### config.mk
export PLATFORM = sky130hd
export DESIGN_NAME = board_init_sequencer_top
export DESIGN_NICKNAME = d
export VERILOG_FILES = /design/src/rtl/core/bis_pkg.sv /design/src/rtl/core/bis_cfg_regs.sv /design/src/rtl/core/bis_core.sv /design/src/rtl/core/board_init_sequencer_top.sv
export VERILOG_INCLUDE_DIRS = /design/src /design/src/rtl/core
export SDC_FILE = /design/constraint.sdc
export NUM_CORES = 1
export LEC_CHECK = 0
export BUFFER_PORTS_ARGS = -buffer_cell sky130_fd_sc_hd__buf_2
export CAP_MARGIN = 20
export CORE_ASPECT_RATIO = 0.8
export CORE_MARGIN = 3
export CORE_UTILIZATION = 65
export DETAILED_ROUTE_END_ITERATION = 6
export HOLD_SLACK_MARGIN = 0.08
export PLACE_DENSITY = 0.86
export SYNTH_ARGS = -nofsm -noshare
export SYNTH_HDL_FRONTEND = slang
export SYNTH_SLANG_ARGS = --single-unit
### constraint.sdc
create_clock -name clk -period 8.8 [get_ports clk]
set_clock_uncertainty 0.15 [all_clocks]
set_input_delay 0.44 -clock clk [delete_from_list [all_inputs] [get_ports clk]]
set_output_delay 0.44 -clock clk [all_outputs]
set_load 0.05 [all_outputs]
### src/rtl/core/board_init_sequencer_top_defines.svh
// ----------------------------------------------------------------------------
// board_init_sequencer_top_defines.svh
// assertion macros used by bis_core of the board init sequencer rtl
// ----------------------------------------------------------------------------
`ifndef BOARD_INIT_SEQUENCER_TOP_DEFINES_SVH
`define BOARD_INIT_SEQUENCER_TOP_DEFINES_SVH

`ifndef SYNTHESIS

// same-cycle implication, sampled on clk, off during reset
`define BIS_ASSERT_NOW(label, ante, cons) \
	label: assert property (@(posedge clk) disable iff (!arst_n) (ante) |-> (cons)) \
		else $error("board_init_sequencer assertion failed");

// next-cycle implication, sampled on clk, off during reset
`define BIS_ASSERT_NEXT(label, ante, cons) \
	label: assert property (@(posedge clk) disable iff (!arst_n) (ante) |=> (cons)) \
		else $error("board_init_sequencer assertion failed");

`else

`define BIS_ASSERT_NOW(label, ante, cons)
`define BIS_ASSERT_NEXT(label, ante, cons)

`endif

`endif

### src/rtl/core/bis_pkg.sv
// ----------------------------------------------------------------------------
// bis_pkg
// types, codes and small decode functions of the board init sequencer
// ----------------------------------------------------------------------------
package bis_pkg;

	localparam int CFG_W     = 8;
	localparam int CFG_IDX_W = 2;

	// request kinds
	localparam logic KIND_TICK  = 1'b0;
	localparam logic KIND_START = 1'b1;

	// sequence codes
	localparam logic [1:0] SEQ_NONE   = 2'd0;
	localparam logic [1:0] SEQ_CLOCK  = 2'd1;
	localparam logic [1:0] SEQ_BOARD  = 2'd2;
	localparam logic [1:0] SEQ_UNUSED = 2'd3;

	typedef enum logic [CFG_IDX_W-1:0] {
		CFG_CLEAR_WAIT    = 2'd0,
		CFG_WRITE_TIMEOUT = 2'd1,
		CFG_READ_TIMEOUT  = 2'd2,
		CFG_INIT_DISABLED = 2'd3
	} cfg_idx_t;

	typedef enum logic [3:0] {
		ST_IDLE     = 4'd0,
		ST_PRECLEAR = 4'd1,
		ST_CLKCLEAR = 4'd2,
		ST_CLKWRITE = 4'd3,
		ST_CLKREAD  = 4'd4,
		ST_RCUOFF   = 4'd5,
		ST_BRDCLEAR = 4'd6,
		ST_BSYNC    = 4'd7,
		ST_RAD      = 4'd8,
		ST_RCUON    = 4'd9,
		ST_CDO      = 4'd10
	} state_t;

	typedef enum logic [3:0] {
		CMD_NONE      = 4'd0,
		CMD_PRECLEAR  = 4'd1,
		CMD_CLEAR     = 4'd2,
		CMD_CLK_CLEAR = 4'd3,
		CMD_CLK_WRITE = 4'd4,
		CMD_CLK_READ  = 4'd5,
		CMD_RCU_OFF   = 4'd6,
		CMD_RCU_ON    = 4'd7,
		CMD_BSYNC     = 4'd8,
		CMD_RAD       = 4'd9,
		CMD_CDO       = 4'd10
	} cmd_t;

	typedef enum logic [2:0] {
		GRP_NONE      = 3'd0,
		GRP_BRD_CLEAR = 3'd1,
		GRP_CLK_CLEAR = 3'd2,
		GRP_CLK_WRITE = 3'd3,
		GRP_CLK_READ  = 3'd4,
		GRP_RCU       = 3'd5,
		GRP_BSYNC     = 3'd6,
		GRP_RAD       = 3'd7
	} group_t;

	typedef struct packed {
		logic [CFG_W-1:0] clear_wait_ticks;
		logic [CFG_W-1:0] write_timeout_ticks;
		logic [CFG_W-1:0] read_timeout_ticks;
		logic             init_disabled;
	} cfg_t;

	typedef struct packed {
		logic       kind;
		logic [1:0] sequence_req;
		logic       all_idle;
		logic       write_pending;
		logic       read_fault;
		logic       even_second;
	} item_t;

	typedef struct packed {
		logic [3:0] command;
		logic [2:0] watched_group;
		logic [3:0] seq_state;
		logic       active;
		logic       retry;
		logic       done_res;
	} result_t;

	// register group watched in each state
	function automatic group_t group_of(input state_t s);
		group_t g;
		unique case (s)
			ST_PRECLEAR: g = GRP_BRD_CLEAR;
			ST_CLKCLEAR: g = GRP_CLK_CLEAR;
			ST_CLKWRITE: g = GRP_CLK_WRITE;
			ST_CLKREAD:  g = GRP_CLK_READ;
			ST_RCUOFF:   g = GRP_RCU;
			ST_BRDCLEAR: g = GRP_BRD_CLEAR;
			ST_BSYNC:    g = GRP_BSYNC;
			ST_RAD:      g = GRP_RAD;
			ST_RCUON:    g = GRP_RCU;
			ST_CDO:      g = GRP_RCU;
			default:     g = GRP_NONE;
		endcase
		return g;
	endfunction

	// command issued when a state is entered
	function automatic cmd_t entry_cmd(input state_t s, input logic even);
		cmd_t c;
		unique case (s)
			ST_PRECLEAR: c = CMD_PRECLEAR;
			ST_CLKCLEAR: c = CMD_CLK_CLEAR;
			ST_CLKWRITE: c = CMD_CLK_WRITE;
			ST_CLKREAD:  c = CMD_CLK_READ;
			ST_RCUOFF:   c = CMD_RCU_OFF;
			ST_BRDCLEAR: c = CMD_CLEAR;
			ST_BSYNC:    c = CMD_BSYNC;
			ST_RAD:      c = CMD_RAD;
			ST_RCUON:    c = even ? CMD_NONE : CMD_RCU_ON;
			ST_CDO:      c = CMD_CDO;
			default:     c = CMD_NONE;
		endcase
		return c;
	endfunction

	// states whose entry restarts the tick count
	function automatic logic entry_clears_count(input state_t s);
		logic r;
		unique case (s)
			ST_PRECLEAR, ST_CLKREAD, ST_RCUOFF, ST_BRDCLEAR,
			ST_BSYNC, ST_RAD, ST_RCUON: r = 1'b1;
			default:                    r = 1'b0;
		endcase
		return r;
	endfunction

endpackage

### src/rtl/core/bis_cfg_regs.sv
// ----------------------------------------------------------------------------
// bis_cfg_regs
// configuration register file, written through a plain write port
// ----------------------------------------------------------------------------
module bis_cfg_regs (
	input  logic                          clk,
	input  logic                          arst_n,
	input  logic                          cfg_we,
	input  logic [bis_pkg::CFG_IDX_W-1:0] cfg_idx,
	input  logic [bis_pkg::CFG_W-1:0]     cfg_wdata,
	output bis_pkg::cfg_t                 cfg
);

	bis_pkg::cfg_t cfg_q;

	always_ff @(posedge clk or negedge arst_n) begin
		if (!arst_n) begin
			cfg_q.clear_wait_ticks    <= 8'd5;
			cfg_q.write_timeout_ticks <= 8'd3;
			cfg_q.read_timeout_ticks  <= 8'd3;
			cfg_q.init_disabled       <= 1'b0;
		end else if (cfg_we) begin
			unique case (bis_pkg::cfg_idx_t'(cfg_idx))
				bis_pkg::CFG_CLEAR_WAIT:    cfg_q.clear_wait_ticks    <= cfg_wdata;
				bis_pkg::CFG_WRITE_TIMEOUT: cfg_q.write_timeout_ticks <= cfg_wdata;
				bis_pkg::CFG_READ_TIMEOUT:  cfg_q.read_timeout_ticks  <= cfg_wdata;
				bis_pkg::CFG_INIT_DISABLED: cfg_q.init_disabled       <= cfg_wdata[0];
				default:                    cfg_q                     <= cfg_q;
			endcase
		end
	end

	assign cfg = cfg_q;

endmodule

### src/rtl/core/bis_core.sv
// ----------------------------------------------------------------------------
// bis_core
// sequencer state, next-state logic and result decode for one request
// ----------------------------------------------------------------------------
`include "board_init_sequencer_top_defines.svh"

module bis_core #(
	parameter int COUNT_BITS = 8
) (
	input  logic             clk,
	input  logic             arst_n,
	input  logic             step_en,
	input  bis_pkg::item_t   item_s1,
	input  bis_pkg::cfg_t    cfg,
	output bis_pkg::result_t res
);

	localparam int CMP_W = (COUNT_BITS > bis_pkg::CFG_W) ? COUNT_BITS : bis_pkg::CFG_W;

	bis_pkg::state_t        state_q, state_d;
	logic [COUNT_BITS-1:0]  count_q, count_d, count_inc;
	logic                   final_q, final_d;
	logic                   wait_odd_q, wait_d;
	logic [1:0]             wanted_q, wanted_d;
	logic                   running_q, running_d;

	logic                   enter_ev, bump_ev, reread_ev, release_ev, retry_ev, done_ev;
	logic                   gt_clear, gt_write, gt_read;
	bis_pkg::cmd_t          command;

	// compares use the count before this request's increment
	assign gt_clear  = CMP_W'(count_q) > CMP_W'(cfg.clear_wait_ticks);
	assign gt_write  = CMP_W'(count_q) > CMP_W'(cfg.write_timeout_ticks);
	assign gt_read   = CMP_W'(count_q) > CMP_W'(cfg.read_timeout_ticks);
	assign count_inc = (count_q == {COUNT_BITS{1'b1}}) ? count_q : count_q + 1'b1;

	// next state
	always_comb begin
		state_d    = state_q;
		final_d    = final_q;
		wait_d     = wait_odd_q;
		wanted_d   = wanted_q;
		running_d  = running_q;
		enter_ev   = 1'b0;
		bump_ev    = 1'b0;
		reread_ev  = 1'b0;
		release_ev = 1'b0;
		retry_ev   = 1'b0;
		done_ev    = 1'b0;
		if (item_s1.kind == bis_pkg::KIND_START) begin
			wanted_d = (item_s1.sequence_req == bis_pkg::SEQ_UNUSED) ?
				bis_pkg::SEQ_NONE : item_s1.sequence_req;
		end else begin
			unique case (state_q)
				bis_pkg::ST_IDLE: begin
					if (!cfg.init_disabled && wanted_q != bis_pkg::SEQ_NONE) begin
						running_d = 1'b1;
						final_d   = 1'b0;
						enter_ev  = 1'b1;
						state_d   = (wanted_q == bis_pkg::SEQ_CLOCK) ?
							bis_pkg::ST_PRECLEAR : bis_pkg::ST_BRDCLEAR;
					end
				end
				bis_pkg::ST_PRECLEAR: begin
					bump_ev = 1'b1;
					if (gt_clear && item_s1.all_idle) begin
						enter_ev = 1'b1;
						state_d  = bis_pkg::ST_CLKCLEAR;
					end
				end
				bis_pkg::ST_CLKCLEAR: begin
					if (item_s1.all_idle) begin
						enter_ev = 1'b1;
						state_d  = bis_pkg::ST_CLKWRITE;
					end
				end
				bis_pkg::ST_CLKWRITE: begin
					if (item_s1.all_idle) begin
						enter_ev = 1'b1;
						state_d  = bis_pkg::ST_CLKREAD;
					end
				end
				bis_pkg::ST_CLKREAD: begin
					if (item_s1.read_fault) begin
						bump_ev = 1'b1;
						if (gt_read) begin
							retry_ev = 1'b1;
							enter_ev = 1'b1;
							state_d  = bis_pkg::ST_CLKWRITE;
						end else begin
							reread_ev = 1'b1;
						end
					end else if (item_s1.all_idle) begin
						enter_ev = 1'b1;
						state_d  = bis_pkg::ST_RCUOFF;
					end
				end
				bis_pkg::ST_RCUOFF: begin
					bump_ev = 1'b1;
					if (gt_write && item_s1.write_pending) begin
						retry_ev = 1'b1;
						final_d  = 1'b0;
						enter_ev = 1'b1;
						state_d  = bis_pkg::ST_CLKCLEAR;
					end else if (item_s1.all_idle) begin
						if (final_q) begin
							state_d   = bis_pkg::ST_IDLE;
							wanted_d  = bis_pkg::SEQ_NONE;
							running_d = 1'b0;
							done_ev   = 1'b1;
						end else begin
							enter_ev = 1'b1;
							state_d  = bis_pkg::ST_BRDCLEAR;
						end
					end
				end
				bis_pkg::ST_BRDCLEAR: begin
					bump_ev = 1'b1;
					if (gt_clear && item_s1.all_idle) begin
						enter_ev = 1'b1;
						state_d  = bis_pkg::ST_BSYNC;
					end
				end
				bis_pkg::ST_BSYNC, bis_pkg::ST_RAD: begin
					bump_ev = 1'b1;
					if (gt_write && item_s1.write_pending) begin
						retry_ev = 1'b1;
						enter_ev = 1'b1;
						state_d  = bis_pkg::ST_BRDCLEAR;
					end else if (item_s1.all_idle) begin
						enter_ev = 1'b1;
						state_d  = (state_q == bis_pkg::ST_BSYNC) ?
							bis_pkg::ST_RAD : bis_pkg::ST_RCUON;
					end
				end
				bis_pkg::ST_RCUON: begin
					if (wait_odd_q) begin
						if (!item_s1.even_second) begin
							wait_d     = 1'b0;
							release_ev = 1'b1;
						end
					end else begin
						bump_ev = 1'b1;
						if (gt_write && item_s1.write_pending) begin
							retry_ev = 1'b1;
							enter_ev = 1'b1;
							state_d  = bis_pkg::ST_BRDCLEAR;
						end else if (item_s1.all_idle) begin
							enter_ev = 1'b1;
							state_d  = bis_pkg::ST_CDO;
						end
					end
				end
				bis_pkg::ST_CDO: begin
					bump_ev = 1'b1;
					if (gt_write && item_s1.write_pending) begin
						retry_ev = 1'b1;
						enter_ev = 1'b1;
						state_d  = bis_pkg::ST_BRDCLEAR;
					end else if (item_s1.all_idle) begin
						final_d  = 1'b1;
						enter_ev = 1'b1;
						state_d  = bis_pkg::ST_RCUOFF;
					end
				end
				default: begin
					state_d = bis_pkg::ST_IDLE;
				end
			endcase
		end

		// entering receiver enable in an even second holds the enable back
		if (enter_ev && state_d == bis_pkg::ST_RCUON) begin
			wait_d = item_s1.even_second;
		end

		if (enter_ev && bis_pkg::entry_clears_count(state_d)) begin
			count_d = '0;
		end else if (bump_ev) begin
			count_d = count_inc;
		end else begin
			count_d = count_q;
		end
	end

	// outputs
	always_comb begin
		command = bis_pkg::CMD_NONE;
		if (enter_ev) begin
			command = bis_pkg::entry_cmd(state_d, item_s1.even_second);
		end else if (reread_ev) begin
			command = bis_pkg::CMD_CLK_READ;
		end else if (release_ev) begin
			command = bis_pkg::CMD_RCU_ON;
		end
		res.command       = command;
		res.watched_group = bis_pkg::group_of(state_d);
		res.seq_state     = state_d;
		res.active        = running_d;
		res.retry         = retry_ev;
		res.done_res      = done_ev;
	end

	always_ff @(posedge clk or negedge arst_n) begin
		if (!arst_n) begin
			state_q    <= bis_pkg::ST_IDLE;
			count_q    <= '0;
			final_q    <= 1'b0;
			wait_odd_q <= 1'b0;
			wanted_q   <= bis_pkg::SEQ_NONE;
			running_q  <= 1'b0;
		end else if (step_en) begin
			state_q    <= state_d;
			count_q    <= count_d;
			final_q    <= final_d;
			wait_odd_q <= wait_d;
			wanted_q   <= wanted_d;
			running_q  <= running_d;
		end
	end

	`BIS_ASSERT_NEXT(a_done_to_idle, step_en && done_ev, state_q == bis_pkg::ST_IDLE && !running_q)
	`BIS_ASSERT_NOW(a_retry_not_done, step_en, !(retry_ev && done_ev))
	`BIS_ASSERT_NEXT(a_hold_when_stalled, !step_en, $stable(state_q) && $stable(count_q))
	`BIS_ASSERT_NOW(a_busy_is_running, state_q != bis_pkg::ST_IDLE, running_q)
	`BIS_ASSERT_NOW(a_wait_only_rcuon, wait_odd_q, state_q == bis_pkg::ST_RCUON)

endmodule

### src/rtl/core/board_init_sequencer_top.sv
// ----------------------------------------------------------------------------
// board_init_sequencer_top
// board start-up sequencer: start requests and timer ticks in, commands out
// ----------------------------------------------------------------------------
// The block takes one request per clock cycle while the result side is not
// stalled and returns exactly one result per request. An accepted request
// waits in the input register until the result register is free or
// emptying, then one step of the sequencer state machine is computed and
// written into the result register. A start request only
// records the wanted sequence (clock set or board clear). A timer tick
// carries the status of the register group currently watched and advances
// the sequence: pre-clear, clock clear, clock write, clock read-back with
// retry, receiver disable, board clear, block-sync write, RAD write,
// receiver enable (held until an odd second), output enable and a final
// receiver disable that ends the sequence with done_res set. Throughput is
// one request per unstalled cycle, set by the single state update per request.
// While a result waits unaccepted the input register can still take one more
// request; after that item_ready stays low until the result is taken.
// Configuration registers are written through cfg_we/cfg_idx/cfg_wdata and
// must only change while no request is in flight.
module board_init_sequencer_top #(
	parameter int COUNT_BITS = 8
) (
	input  logic                          clk,
	input  logic                          arst_n,
	// configuration write port
	input  logic                          cfg_we,
	input  logic [bis_pkg::CFG_IDX_W-1:0] cfg_idx,
	input  logic [bis_pkg::CFG_W-1:0]     cfg_wdata,
	// request channel
	input  logic                          item_valid,
	output logic                          item_ready,
	input  bis_pkg::item_t                item,
	// result channel
	output logic                          result_valid,
	input  logic                          result_ready,
	output bis_pkg::result_t              result
);

	bis_pkg::cfg_t    cfg;
	bis_pkg::item_t   item_s1;
	logic             valid_s1;
	bis_pkg::result_t res_step;
	bis_pkg::result_t result_q;
	logic             result_valid_q;
	logic             advance;

	// a request steps the sequencer when the result register is free or emptying
	assign advance    = valid_s1 && (!result_valid_q || result_ready);
	assign item_ready = !valid_s1 || advance;

	bis_cfg_regs u_cfg (
		.clk       (clk),
		.arst_n    (arst_n),
		.cfg_we    (cfg_we),
		.cfg_idx   (cfg_idx),
		.cfg_wdata (cfg_wdata),
		.cfg       (cfg)
	);

	// input register
	always_ff @(posedge clk or negedge arst_n) begin
		if (!arst_n) begin
			valid_s1 <= 1'b0;
		end else if (item_ready) begin
			valid_s1 <= item_valid;
		end
	end

	always_ff @(posedge clk) begin
		if (item_ready && item_valid) begin
			item_s1 <= item;
		end
	end

	// sequencer step
	bis_core #(
		.COUNT_BITS (COUNT_BITS)
	) u_core (
		.clk     (clk),
		.arst_n  (arst_n),
		.step_en (advance),
		.item_s1 (item_s1),
		.cfg     (cfg),
		.res     (res_step)
	);

	// result register
	always_ff @(posedge clk or negedge arst_n) begin
		if (!arst_n) begin
			result_valid_q <= 1'b0;
		end else if (advance) begin
			result_valid_q <= 1'b1;
		end else if (result_ready) begin
			result_valid_q <= 1'b0;
		end
	end

	always_ff @(posedge clk) begin
		if (advance) begin
			result_q <= res_step;
		end
	end

	assign result_valid = result_valid_q;
	assign result       = result_q;

endmodule

Word-level counts from Yosys, hierarchy flattened
Memories as Yosys holds them, arrays and structs flattened. A register that Yosys moved wholly into a read port is not among the register bits.
Cells that the tools add are included.

word-level totals
  output and inout bits = 16
  memories = 1
  logic and storage cells = 185
  register bits after elaboration = 62
  ROM bits = 48

memory list
  name              words  width  read ports  clocked after Yosys merged registers in  wr ports  line           text
  (name not given)  16     3      1           1                                        0         bis_pkg.sv:94  unique case (s)

operators by class
  equality and inequality tests = 33
  bitwise logic cells = 3
  mux-type cells = 83
  $lt $le $gt $ge = 3
  reduce and logical (&&, ||, !) cells = 38
  add/sub/neg operators = 1

operators with widths
  kind                   number
  $pmux W4 S10           2
  $mux W4                19
  $mux W1                44
  $eq A4 B3 Y1 const B   8
  $eq A4 B4 Y1 const B   6
  $gt A8 B8 Y1           3
  $mux W8                3
  $eq A4 B2 Y1 const B   4
  $reduce_bool A2 Y1     7
  $mux W2                6
  $mux W3                4
  $pmux W1 S3            3
  $add A8 B1 Y8 const B  1
  $eq A4 B1 Y1 const B   2
  $eq A8 B8 Y1 const B   1
  $ne A2 B2 Y1 const B   4
  $reduce_and A2 Y1      4
  $reduce_or A4 Y1       2
  $logic_and A1 B1 Y1    7
  $pmux W1 S7            1
  $reduce_and A7 Y1      1
  $reduce_or A7 Y1       1
  $eq A2 B2 Y1 const B   3
  $ne A2 B1 Y1 const B   3
  other kinds (13)       22

Logic depth before layout (Yosys ltp)
Gate-level depths: netlist (run 1).

  word-level depth = 12
  mapped depth = 16
  depth with buffers taken out = 15

Cells and area by module
A second synthesis (run 1) with hierarchy kept.

second synthesis, totals
  cell total of the unflattened synthesis = 418
  area total of the unflattened synthesis = 4,187.8 µm²

modules (own cells, without submodules)
  module                    area an instance (µm²)  instances  seq. area each (µm²)  cells an instance
  bis_core                  2,492.4                 1          425.4                 335
  bis_cfg_regs              960.9                   1          633.1                 54
  board_init_sequencer_top  734.5                   1          680.7                 29

Worst setup path before layout (run 1)
Ideal clock, no wire load.

  path kind = reg2reg
  start point = reg u_core.count_q[7]
  end point = reg u_core.count_q[1]
  stages on the path, launching flop included = 15
  buffers on the path = 0
  arrival = 3.743 ns
  library setup time = 0.156 ns
  clock period less this slack = 4.049 ns
  path slack = 4.751 ns
  cell sequence = dfrtp_1 > ha_1 > nand4_2 > or2_1 > and3_4 > a2111oi_0 > a2111oi_2 > o41a_1 > a21o_1 > inv_1 > ha_1 > nor2_1 > o311a_1 > o31ai_1 > o32ai_1

RTL lines
  item                      line             text
  start: declaration        bis_core.sv:21   logic [COUNT_BITS-1:0] count_q, count_d, count_inc;
  start signal: assignment  bis_core.sv:214  count_q <= count_d;

==> results of run 1 <==
[layout make-up]
class                      count  area (µm²)  share of cell area (%)
sequential                    65        1740                    37.7
multi-input combinational    305        2190                    47.4
clock inverter                 2        10.0                   0.217
tap                           81         101                    2.19
inverter                      42         158                    3.41
clock buffer                  14         184                    3.98
timing repair buffer          42         238                    5.15
[placed cells by master (no fill, tap or decap), types with 7 or more instances in the layout]
cell type  count
nand2_1       43
inv_1         40
dfrtp_1       38
buf_2         37
o21ai_0       31
ha_1          30
a21oi_1       27
edfxtp_1      21
nor2_1        18
mux2_2        18
clkbuf_8      11
nand2b_1       9
o211ai_1       8
nor3_1         7
[path summary, 6_finish.rpt]
check | slack, ns | start | end | cells after the start
worst max-delay path | 3.94 | u_core.count_q[7] | u_core.count_q[1] | 14
min in group asynchronous | 0.30 | arst_n | u_cfg.cfg[22] | 2
worst max register to register | 3.94 | u_core.count_q[7] | u_core.count_q[1] | 14
worst min register to register | 0.35 | valid_s1 | result_valid | 1
worst min-delay path | 0.12 | item[1] | item_s1[1] | 1
max in group asynchronous | 7.69 | arst_n | u_cfg.cfg[10] | 3
[critical path, stage by stage (launching register included)]
cell and delay (ns):
dfrtp_1 0.46, ha_1 0.37, nand4_2 0.20, or2_1 0.31, and3_4 0.18, a2111oi_0 0.56
a2111oi_2 0.17, o41a_1 0.46, a21o_1 0.23, inv_1 0.11, ha_1 0.28, nor2_1 0.09
o311a_1 0.36, o31ai_1 0.59, o32ai_1 0.19
[cell families (layout without fill, tap and decap cells)]
logic type,after synthesis,after routing
DFF,65,65
muxes,18,18
and+or+nand+nor,131,131
AOI/OAI and AO/OA,124,124
adders and majority gates,30,30
buffers and inverters,58,100
xor gates and xnor gates,2,2
[power breakdown]
part	total (mW)	internal, mW	switching [mW]
clock	0.246	0.134	0.112
sequential	0.456	0.383	0.0728
combinational	0.557	0.202	0.354
[synthesized netlist by cell type (all sizes together), types with 2 or more instances]
| cell | n |
|---|---|
| nand2 | 43 |
| inv | 41 |
| dfrtp | 38 |
| o21ai | 31 |
| ha | 30 |
| a21oi | 28 |
| edfxtp | 21 |
| mux2 | 18 |
| nor2 | 18 |
| buf | 10 |
| nand2b | 9 |
| o211ai | 8 |
| and3 | 7 |
| nand4 | 7 |
| nor3 | 7 |
| o31ai | 7 |
| clkbuf | 6 |
| dfstp | 6 |
| nand3 | 6 |
| o22ai | 6 |
| o32ai | 6 |
| a2111oi | 5 |
| nand3b | 5 |
| nor2b | 5 |
| nor4 | 5 |
| o211a | 5 |
| and2 | 4 |
| o2bb2ai | 4 |
| nor3b | 3 |
| o21a | 3 |
| or2 | 3 |
| a211oi | 2 |
| a21boi | 2 |
| a21o | 2 |
| a22o | 2 |
| a32oi | 2 |
| nand4b | 2 |
| o41ai | 2 |
| or3 | 2 |
| or3b | 2 |
[per-stage QoR]
step / worst slack [ns] / area (µm²) / power [mW] / instances / hold WS [ns]
after global placement: 4.17 / 4390 / 0.976 / 533 / 0.340
after global routing: 3.62 / 4620 / 1.34 / 551 / 0.0958
after CTS: 4.00 / 4590 / 1.25 / 549 / 0.100
after floorplan: 4.75 / 4160 / 0.865 / 428 / -0.00559
after detailed placement: 4.03 / 4390 / 0.997 / 533 / 0.345
final: 3.94 / 4620 / 1.26 / 551 / 0.118
[registers in the layout, summed over array words and instances (netlist names)]
register and cells:
item_s1 7, result 14, result_valid 1, u_cfg.cfg 25, u_core.count_q 8, u_core.final_q 1, u_core.running_q 1, u_core.state_q 4
u_core.wait_odd_q 1, u_core.wanted_q 2, valid_s1 1
[routing by layer]
layer / up-vias / part of all wire (%) / GRT usage, % / wire (µm)
met5: - / 0 / 0 / 0
li1: 1653 / - / - / -
met4: 0 / 2.3 / 11.9 / 238
met1: 1680 / 42 / 41.4 / 4240
met2: 227 / 44 / 41.2 / 4420
met3: 29 / 12 / 11.5 / 1230
==> qor.csv, run 1 <==
stage,metric,value,unit
routing,via_per_inst,6.51,
setup_path,path_class,flip-flop to flip-flop,
clocking,hold_buffers,0,
setup_path,cp.arrival,4.90,ns
setup_path,critPathMaxFanout,6,
logic_synthesis,synth_top_family_by_area,compound AO/OA/AOI/OAI gates,
cells_and_area,drive_gt1_share,19.6,%
sta,max_slew.worst_pin.slew,0.778,ns
logic_synthesis,synth_top_area_share,22.8,%
clocking,cts_resized,0,
sta,fin_crit,4.86,ns
logic_synthesis,yosysSeqAreaShare,41.8,%
sta,fin_crit_sh,55.2,%
placed_design,port_buffers,37,
clocking,cts_buffers,9,
cells_and_area,finish.utilization,76.1,%
logic_synthesis,syn-num-nets,480,
floorplanning,die-area,0.00741,mm²
routing,drtPass1Iterations,6,
floorplanning,die_w,95.5,µm
clocking,clock_sinks,65,
logic_synthesis,avgSynthCellArea,9.73,µm²
cells_and_area,n_fill_cell,417,
setup_path,endpoint_kind,flip-flop,
global_route,grtUsageTotal,29.7,%
clocking,cts_tree,yes,
logic_synthesis,synth_cell_types,69,
cells_and_area,final_nets,517,
global_route,grt_pass1_vias,3448,
sta,slew_viol_final,0,
routing,finalWirelength,10100,µm
global_route,grt_pass1_wl,16900,µm
sta,final.setup.tns,0,ns
logic_synthesis,synth_adder_area_share,9.02,%
logic_synthesis,synth-compound-area-share,21.0,%
setup_path,startpoint_type,flip-flop,
floorplanning,io_pins,38,
global_route,grt_max_degree,45,
placed_design,hpwl,7490,µm
logic_synthesis,synth-main-ff-cell,dfrtp_1,
logic_synthesis,synth_xor_area_share,0.421,%
logic_synthesis,async_reset_ff_share,67.7,%
sta,fmax,0.206,GHz
global_route,overflow,0,
power,total_leakage_power,2.02,nW
logic_synthesis,synth-simple-area-share,17.3,%
placed_design,routabilityCongestion,1.11,
logic_synthesis,synthCells,428,
run,maxCapViolCount,0,
logic_synthesis,synth-edff-count,21,
routing,drc,0,
power,vdd_drop_max,0.185,mV
floorplanning,core,0.00607,mm²
power,power_density,272,mW/mm²
logic_synthesis,netlist_top_cells_area,"dfrtp_1, edfxtp_1, ha_1",
floorplanning,start_util,68.6,%
routing,post_drt_wl_per_cell,18.4,µm
clocking,cts_root_buffer,clkbuf_8,
sta,rsz0062_at_grt,no,
global_route,antenna_found_initial,0,
logic_synthesis,synthesis.area,0.00416,mm²
routing,via_count,3589,
logic_synthesis,synth_area_leader_cell,dfrtp_1,
sta,hold_viol,0,
setup_path,cp.required,8.85,ns
floorplanning,num_rows,25,
sta,relSlewSlack,48.1,%
floorplanning,die_h,77.6,µm
logic_synthesis,yosys_warnings,0,
routing,ant_nets,0,
clocking,path_clk_slew,0.07,ns
routing,drt_iter0_drc,288,
cells_and_area,antennaDiodeCount,0,
cells_and_area,area_delta_synth_final,10.9,%
logic_synthesis,synth-seq-cells,65,
outcome,status,finished clean,
clocking,clk-insertion-delay-late,0.35,ns
logic_synthesis,yosys-mux-area-fraction,4.87,%
clocking,cts_max_path_buffers,2,
worst_hold_path,min_path_type,input pin to flip-flop,
clocking,post_cts_buffers,0,
clocking,cts-htree-levels,3,
sta,setup_viol,0,
(Power assumes the default switching activity.)
==> inputs of run 2 (changes only) <==
CORE_UTILIZATION = 60   (was 65)
PLACE_DENSITY = 0.8   (was 0.86)
clock period = 4.55 ns   (was 8.8 ns; I/O delays follow)
==> run 2 against run 1 <==
Net effect:
- sequential power increased by 90%
- die area increased by 7.7%
- setup slack got worse by 3.7 ns
- maximum frequency increased by 13%
- critical path type unchanged
==> qor.csv, run 2 (synthesis results as in run 1) <==
stage,metric,value,unit,change
global_route,antenna_found_initial,0,,unchanged
worst_hold_path,min_path_type,input pin to flip-flop,,unchanged
sta,rsz0062_at_grt,no,,unchanged
floorplanning,die-area,0.00798,mm²,was 0.00741 mm²
clocking,path_clk_slew,0.07,ns,about the same
routing,via_per_inst,6.32,,was 6.51
global_route,grtUsageTotal,29.0,%,was 29.7%
cells_and_area,final_nets,550,,was 517
cells_and_area,mostFrequentLayoutCell,nand2_1,,unchanged
outcome,status,finished clean,,unchanged
cells_and_area,antennaDiodeCount,0,,unchanged
floorplanning,num_rows,26,,was 25
cells_and_area,final_cells,587,,was 551
sta,hold_viol,0,,unchanged
routing,drt_iter0_drc,425,,was 288
sta,relSlewSlack,52.5,%,was 48.1%
cells_and_area,seqCellArea,0.00174,mm²,unchanged
sta,slew_viol_final,0,,unchanged
setup_path,endpoint_kind,flip-flop,,unchanged
routing,post_drt_wl_per_cell,18.5,µm,was 18.4 µm
routing,via_count,3710,,"was 3,589"
sta,fin_crit_sh,94.9,%,was 55.2%
floorplanning,io_pins,38,,unchanged
clocking,cts_root_buffer,clkbuf_8,,unchanged
floorplanning,start_util,63.7,%,was 68.6%
placed_design,hpwl,7840,µm,was 7490 µm
power,total_leakage_power,2.17,nW,was 2.02 nW
clocking,clk-insertion-delay-late,0.35,ns,about the same
placed_design,port_buffers,37,,unchanged
power,vdd_drop_max,0.272,mV,was 0.185 mV
cells_and_area,n_fill_cell,469,,was 417
floorplanning,die_w,99.1,µm,was 95.5 µm
cells_and_area,multi_input_area,0.00223,mm²,was 0.00219 mm²
setup_path,startpoint_type,flip-flop,,unchanged
clocking,cts-htree-levels,3,,unchanged
clocking,cts_max_path_buffers,2,,unchanged
routing,finalWirelength,10900,µm,"was 10,100 µm"
placed_design,dp_cells,550,,was 533
sta,setup_viol,0,,unchanged
floorplanning,core,0.00654,mm²,was 0.00607 mm²
placed_design,dpl-instance-area,0.00450,mm²,was 0.00439 mm²
clocking,clock_sinks,65,,unchanged
cells_and_area,post-route-cell-area,0.00494,mm²,was 0.00462 mm²
cells_and_area,largest_register_ffs,25,,unchanged
clocking,cts_tree,yes,,unchanged
global_route,overflow,0,,unchanged
global_route,grt_pass1_wl,18000,µm,"was 16,900 µm"
routing,drc,0,,unchanged
sta,final.setup.tns,0,ns,unchanged
routing,ant_nets,0,,unchanged
setup_path,cp.required,4.64,ns,was 8.85 ns
setup_path,path_class,flip-flop to flip-flop,,unchanged
sta,max_slew.worst_pin.slew,0.711,ns,was 0.778 ns
clocking,cts_buffers,9,,unchanged
cells_and_area,area_delta_synth_final,18.7,%,was 10.9%
placed_design,routabilityCongestion,1.02,,was 1.11
floorplanning,die_h,80.5,µm,was 77.6 µm
sta,fin_crit,4.32,ns,was 4.86 ns
routing,drtPass1Iterations,5,,was 6
run,maxCapViolCount,0,,unchanged
sta,fmax,0.232,GHz,was 0.206 GHz
power,power_density,505,mW/mm²,was 272 mW/mm²
setup_path,cp.arrival,4.41,ns,was 4.90 ns
global_route,grt_max_degree,45,,unchanged
cells_and_area,layout_common_cells,"nand2_1, inv_1, dfrtp_1, buf_2, o21ai_0",,unchanged
cells_and_area,drive_gt1_share,21.9,%,was 19.6%
sta,hold_slack,0.0969,ns,was 0.118 ns
global_route,grt_pass1_vias,3545,,"was 3,448"
setup_path,critPathMaxFanout,6,,unchanged
## run 2: cell type report
type	instances	share of cell area (%)
Multi-Input combinational cell	305	45.2
Sequential cell	65	35.2
Timing Repair Buffer	75	10.7
Clock buffer	13	3.24
Inverter	42	3.19
Tap cell	84	2.13
Clock inverter	3	0.304
## run 2: critical path, cell delays in order, from the launching register on
cell,delay (ns)
dfstp_2,0.53
inv_1,0.04
ha_1,0.29
nand4_1,0.19
or3b_1,0.39
a21oi_2,0.24
or2_2,0.21
o211ai_1,0.10
o41a_1,0.46
a21o_1,0.22
inv_1,0.12
ha_2,0.24
nor2_1,0.06
o311a_1,0.36
or3_4,0.41
a22o_1,0.19
## run 2: worst paths after layout
kind | startpoint | end | slack [ns] | cells after the start
hold reg to reg | valid_s1 | result_valid | 0.35 | 1
max in group asynchronous | arst_n | u_cfg.cfg[9] | 3.56 | 3
min in group asynchronous | arst_n | u_cfg.cfg[5] | 0.15 | 2
hold / removal | cfg_idx[1] | u_cfg.cfg[0] | 0.1 | 3
setup / recovery | u_cfg.cfg[10] | u_core.count_q[7] | 0.23 | 15
setup reg to reg | u_cfg.cfg[10] | u_core.count_q[7] | 0.23 | 15
## run 2: what timing repair did
| action | 4_1_cts | 5_1_grt |
|---|---|---|
| hold endpoints to repair | 72 | 0 |
| pin swaps | 0 | 1 |
| hold buffers | 19 | 0 |
| setup endpoints to repair | 4 | 11 |
| setup buffers | 0 | 1 |
| resized for setup | 1 | 8 |
## run 2: per-stage QoR
stage	setup slack [ns]	util [%]	power, mW
5_1_grt	0.0205	75.5	2.65
6_report	0.233	75.5	2.49
2_1_floorplan	0.501	-	1.67
3_3_place_gp	0.218	68.9	1.94
4_1_cts	0.0714	74.5	2.44
3_5_place_dp	-0.00212	68.9	1.98
## run 2: routing by layer
layer	vias up	track usage, %	routed length, µm
met5	-	0	0
met4	0	7.78	168
met3	26	10.4	1240
met2	203	42.4	4730
met1	1758	40.7	4750
li1	1723	-	-
## run 2: where the power goes
part           switching [mW]  internal [mW]  total (mW)
clock network           0.220          0.229       0.449
logic                   0.737          0.442        1.18
registers               0.124          0.741       0.865
total                    1.08           1.41        2.49
==> inputs of run 3 (changes only) <==
CORE_ASPECT_RATIO = 2   (was 0.8)
clock period = 4.8 ns   (was 4.55 ns; I/O delays follow)
==> run 3 against run 2 <==
Net effect:
- setup slack better by 0.023 ns
- global-route usage grew 1.5 points
- non-clock buffer count is 10 lower
- maximum frequency is 5.0% lower
- critical path type unchanged
- critical endpoint is now u_core.count_q[6]
- largest cell class unchanged
==> qor.csv, run 3 (synthesis results as in run 1) <==
stage,metric,value,unit,change
setup_path,startpoint_type,flip-flop,,unchanged
global_route,grt_max_degree,45,,unchanged
routing,drtPass1Iterations,5,,unchanged
power,seq_power_share,32.2,%,was 34.7%
sta,hold_viol,0,,unchanged
setup_path,cp.required,4.83,ns,was 4.64 ns
sta,fin_crit,4.54,ns,was 4.32 ns
floorplanning,core,0.00667,mm²,was 0.00654 mm²
setup_path,regToRegStartpoint,u_core.count_q[7],,was u_cfg.cfg[10]
setup_path,critPathMaxFanout,7,,was 6
cells_and_area,n_fill_cell,476,,was 469
clocking,cts-htree-levels,3,,unchanged
floorplanning,io_pins,38,,unchanged
cells_and_area,final_nets,540,,was 550
routing,post_drt_wl_per_cell,19.5,µm,was 18.5 µm
global_route,grt_pass1_vias,3792,,"was 3,545"
cells_and_area,finish.utilization,74.1,%,was 75.5%
setup_path,cp.arrival,4.58,ns,was 4.41 ns
sta,fmax,0.220,GHz,was 0.232 GHz
sta,rsz0062_at_grt,no,,unchanged
clocking,cts_root_buffer,clkbuf_16,,was clkbuf_8
clocking,cts_max_path_buffers,2,,unchanged
sta,relSlewSlack,31.4,%,was 52.5%
power,p_comb_share,42.3,%,was 47.3%
power,total_leakage_power,2.16,nW,was 2.17 nW
sta,setup_viol,0,,unchanged
placed_design,hpwl,8220,µm,was 7840 µm
routing,drc,0,,unchanged
setup_path,timing.rr.end,u_core.count_q[6],,was u_core.count_q[7]
floorplanning,die_h,124,µm,was 80.5 µm
cells_and_area,antennaDiodeCount,0,,unchanged
clocking,cts_buffers,9,,unchanged
setup_path,setup.worst_path.start,u_core.count_q[7],,was u_cfg.cfg[10]
global_route,antenna_found_initial,0,,unchanged
power,clkPwrFrac,25.5,%,was 18.0%
global_route,grtUsageTotal,30.5,%,was 29.0%
clocking,clk-insertion-delay-late,0.33,ns,was 0.35 ns
placed_design,routabilityCongestion,0.993,,was 1.02
floorplanning,num_rows,42,,was 26
setup_path,endpoint_kind,flip-flop,,unchanged
power,switching_share,40.1,%,was 43.4%
sta,fin_crit_sh,94.7,%,was 94.9%
power,power_switching,1.02,mW,was 1.08 mW
cells_and_area,largest_register_ffs,25,,unchanged
clocking,cts_tree,yes,,unchanged
floorplanning,start_util,62.4,%,was 63.7%
routing,finalWirelength,11300,µm,"was 10,900 µm"
sta,slew_viol_final,0,,unchanged
global_route,grt_pass1_wl,18400,µm,"was 18,000 µm"
setup_path,path_class,flip-flop to flip-flop,,unchanged
setup_path,r2r_setup_slack,0.26,ns,was 0.23 ns
placed_design,dp_slack,0.256,ns,was -0.00212 ns
sta,finalWorstSetupSlack,0.256,ns,was 0.233 ns
cells_and_area,drive_gt1_share,19.7,%,was 21.9%
outcome,status,finished clean,,unchanged
sta,final.setup.tns,0,ns,unchanged
power,cell_internal_pwr,1.53,mW,was 1.41 mW
power,power_density,516,mW/mm²,was 505 mW/mm²
floorplanning,die-area,0.00803,mm²,was 0.00798 mm²
placed_design,port_buffers,37,,unchanged
global_route,overflow,0,,unchanged
routing,via_count,3753,,"was 3,710"
clocking,post_cts_buffers,0,,unchanged
worst_hold_path,min_path_type,input pin to flip-flop,,unchanged
cells_and_area,layout_common_cells,"nand2_1, inv_1, dfrtp_1, buf_2, o21ai_0",,unchanged
clocking,clock_sinks,65,,unchanged
power,vdd_drop_max,0.347,mV,was 0.272 mV
cells_and_area,mostFrequentLayoutCell,nand2_1,,unchanged
routing,ant_nets,0,,unchanged
run,maxCapViolCount,0,,unchanged
setup_path,r2r_cells,14,,was 15
setup_path,cp-endpoint,u_core.count_q[6],,was u_core.count_q[7]
clocking,path_clk_slew,0.05,ns,was 0.07 ns
routing,drt_iter0_drc,447,,was 425
cells_and_area,area_delta_synth_final,18.8,%,was 18.7%
routing,via_per_inst,6.46,,was 6.32
sta,max_slew.worst_pin.slew,1.03,ns,was 0.711 ns
floorplanning,die_w,64.9,µm,was 99.1 µm
run 3: cell types whose count changed in the layout (fill, tap and decap cells not counted), sizes merged:
cell	before	now
buf	56	46
bufinv	0	1
clkinv	4	3
run 3: power by group through the flow:
stage               registers (mW)  logic [mW]  clock network [mW]
finish                       0.822        1.08               0.651
global route                 0.835        1.18               0.678
CTS                          0.819        1.05               0.659
detailed placement           0.827        1.03                   0
global placement             0.824        1.00                   0
floorplan                    0.856       0.730                   0
run 3: metal layers:
metal / vias up / track usage, % / share of wire, %
met5: - / 0 / 0
met4: 0 / 21.5 / 7.5
met3: 74 / 5.87 / 5.3
met2: 178 / 55.7 / 54
met1: 1791 / 30.2 / 33
li1: 1710 / - / -
run 3: area by class of cell:
class                   count  area [µm²]  area share (%)
flip-flops and latches     65        1740            35.2
clock inverters             3        38.8           0.785
multi-input cells         305        2190            44.4
inverters                  42         158            3.19
clock buffers              13         260            5.26
well taps                  88         110            2.23
repair buffers             65         443            8.96
run 3: worst min path at each step:
| stage | from | end | slack [ns] | cells past startpoint |
|---|---|---|---|---|
| global route | cfg_idx[1] | u_cfg.cfg[0] | 0.14 | 3 |
| global placement | item[6] | item_s1[6] | 0.27 | 1 |
| finish | cfg_idx[1] | u_cfg.cfg[0] | 0.12 | 3 |
| CTS | cfg_idx[1] | u_cfg.cfg[0] | 0.12 | 3 |
| detailed placement | item[0] | item_s1[0] | 0.27 | 1 |
| floorplan | arst_n | result_valid | -0.21 | 0 |
run 3: what timing repair did:
action                                  CTS  global route
hold endpoints to repair                 72             0
hold buffers                             19             0
endpoints found under the setup margin    0             5
resized for setup                         0             2
run 3: metrics by stage:
step	instance area (µm²)	total power [mW]	hold slack, ns	cells
detailed placement	4450	1.86	0.271	546
global placement	4450	1.82	0.267	546
floorplan	4160	1.59	-0.206	428
CTS	4940	2.53	0.117	581
finish	4940	2.55	0.120	581
global route	4940	2.70	0.141	581
run 3: critical path, stage by stage (launching register included):
cell       delay [ns]
dfrtp_1          0.49
ha_1             0.39
nand4_2          0.16
or2_1            0.29
and3_4           0.18
a2111oi_1        0.48
a2111oi_2        0.14
o41a_1           0.43
a21o_1           0.22
inv_1            0.14
ha_1             0.30
nor2_1           0.08
o311a_1          0.37
nor4_4           0.42
o32ai_1          0.16
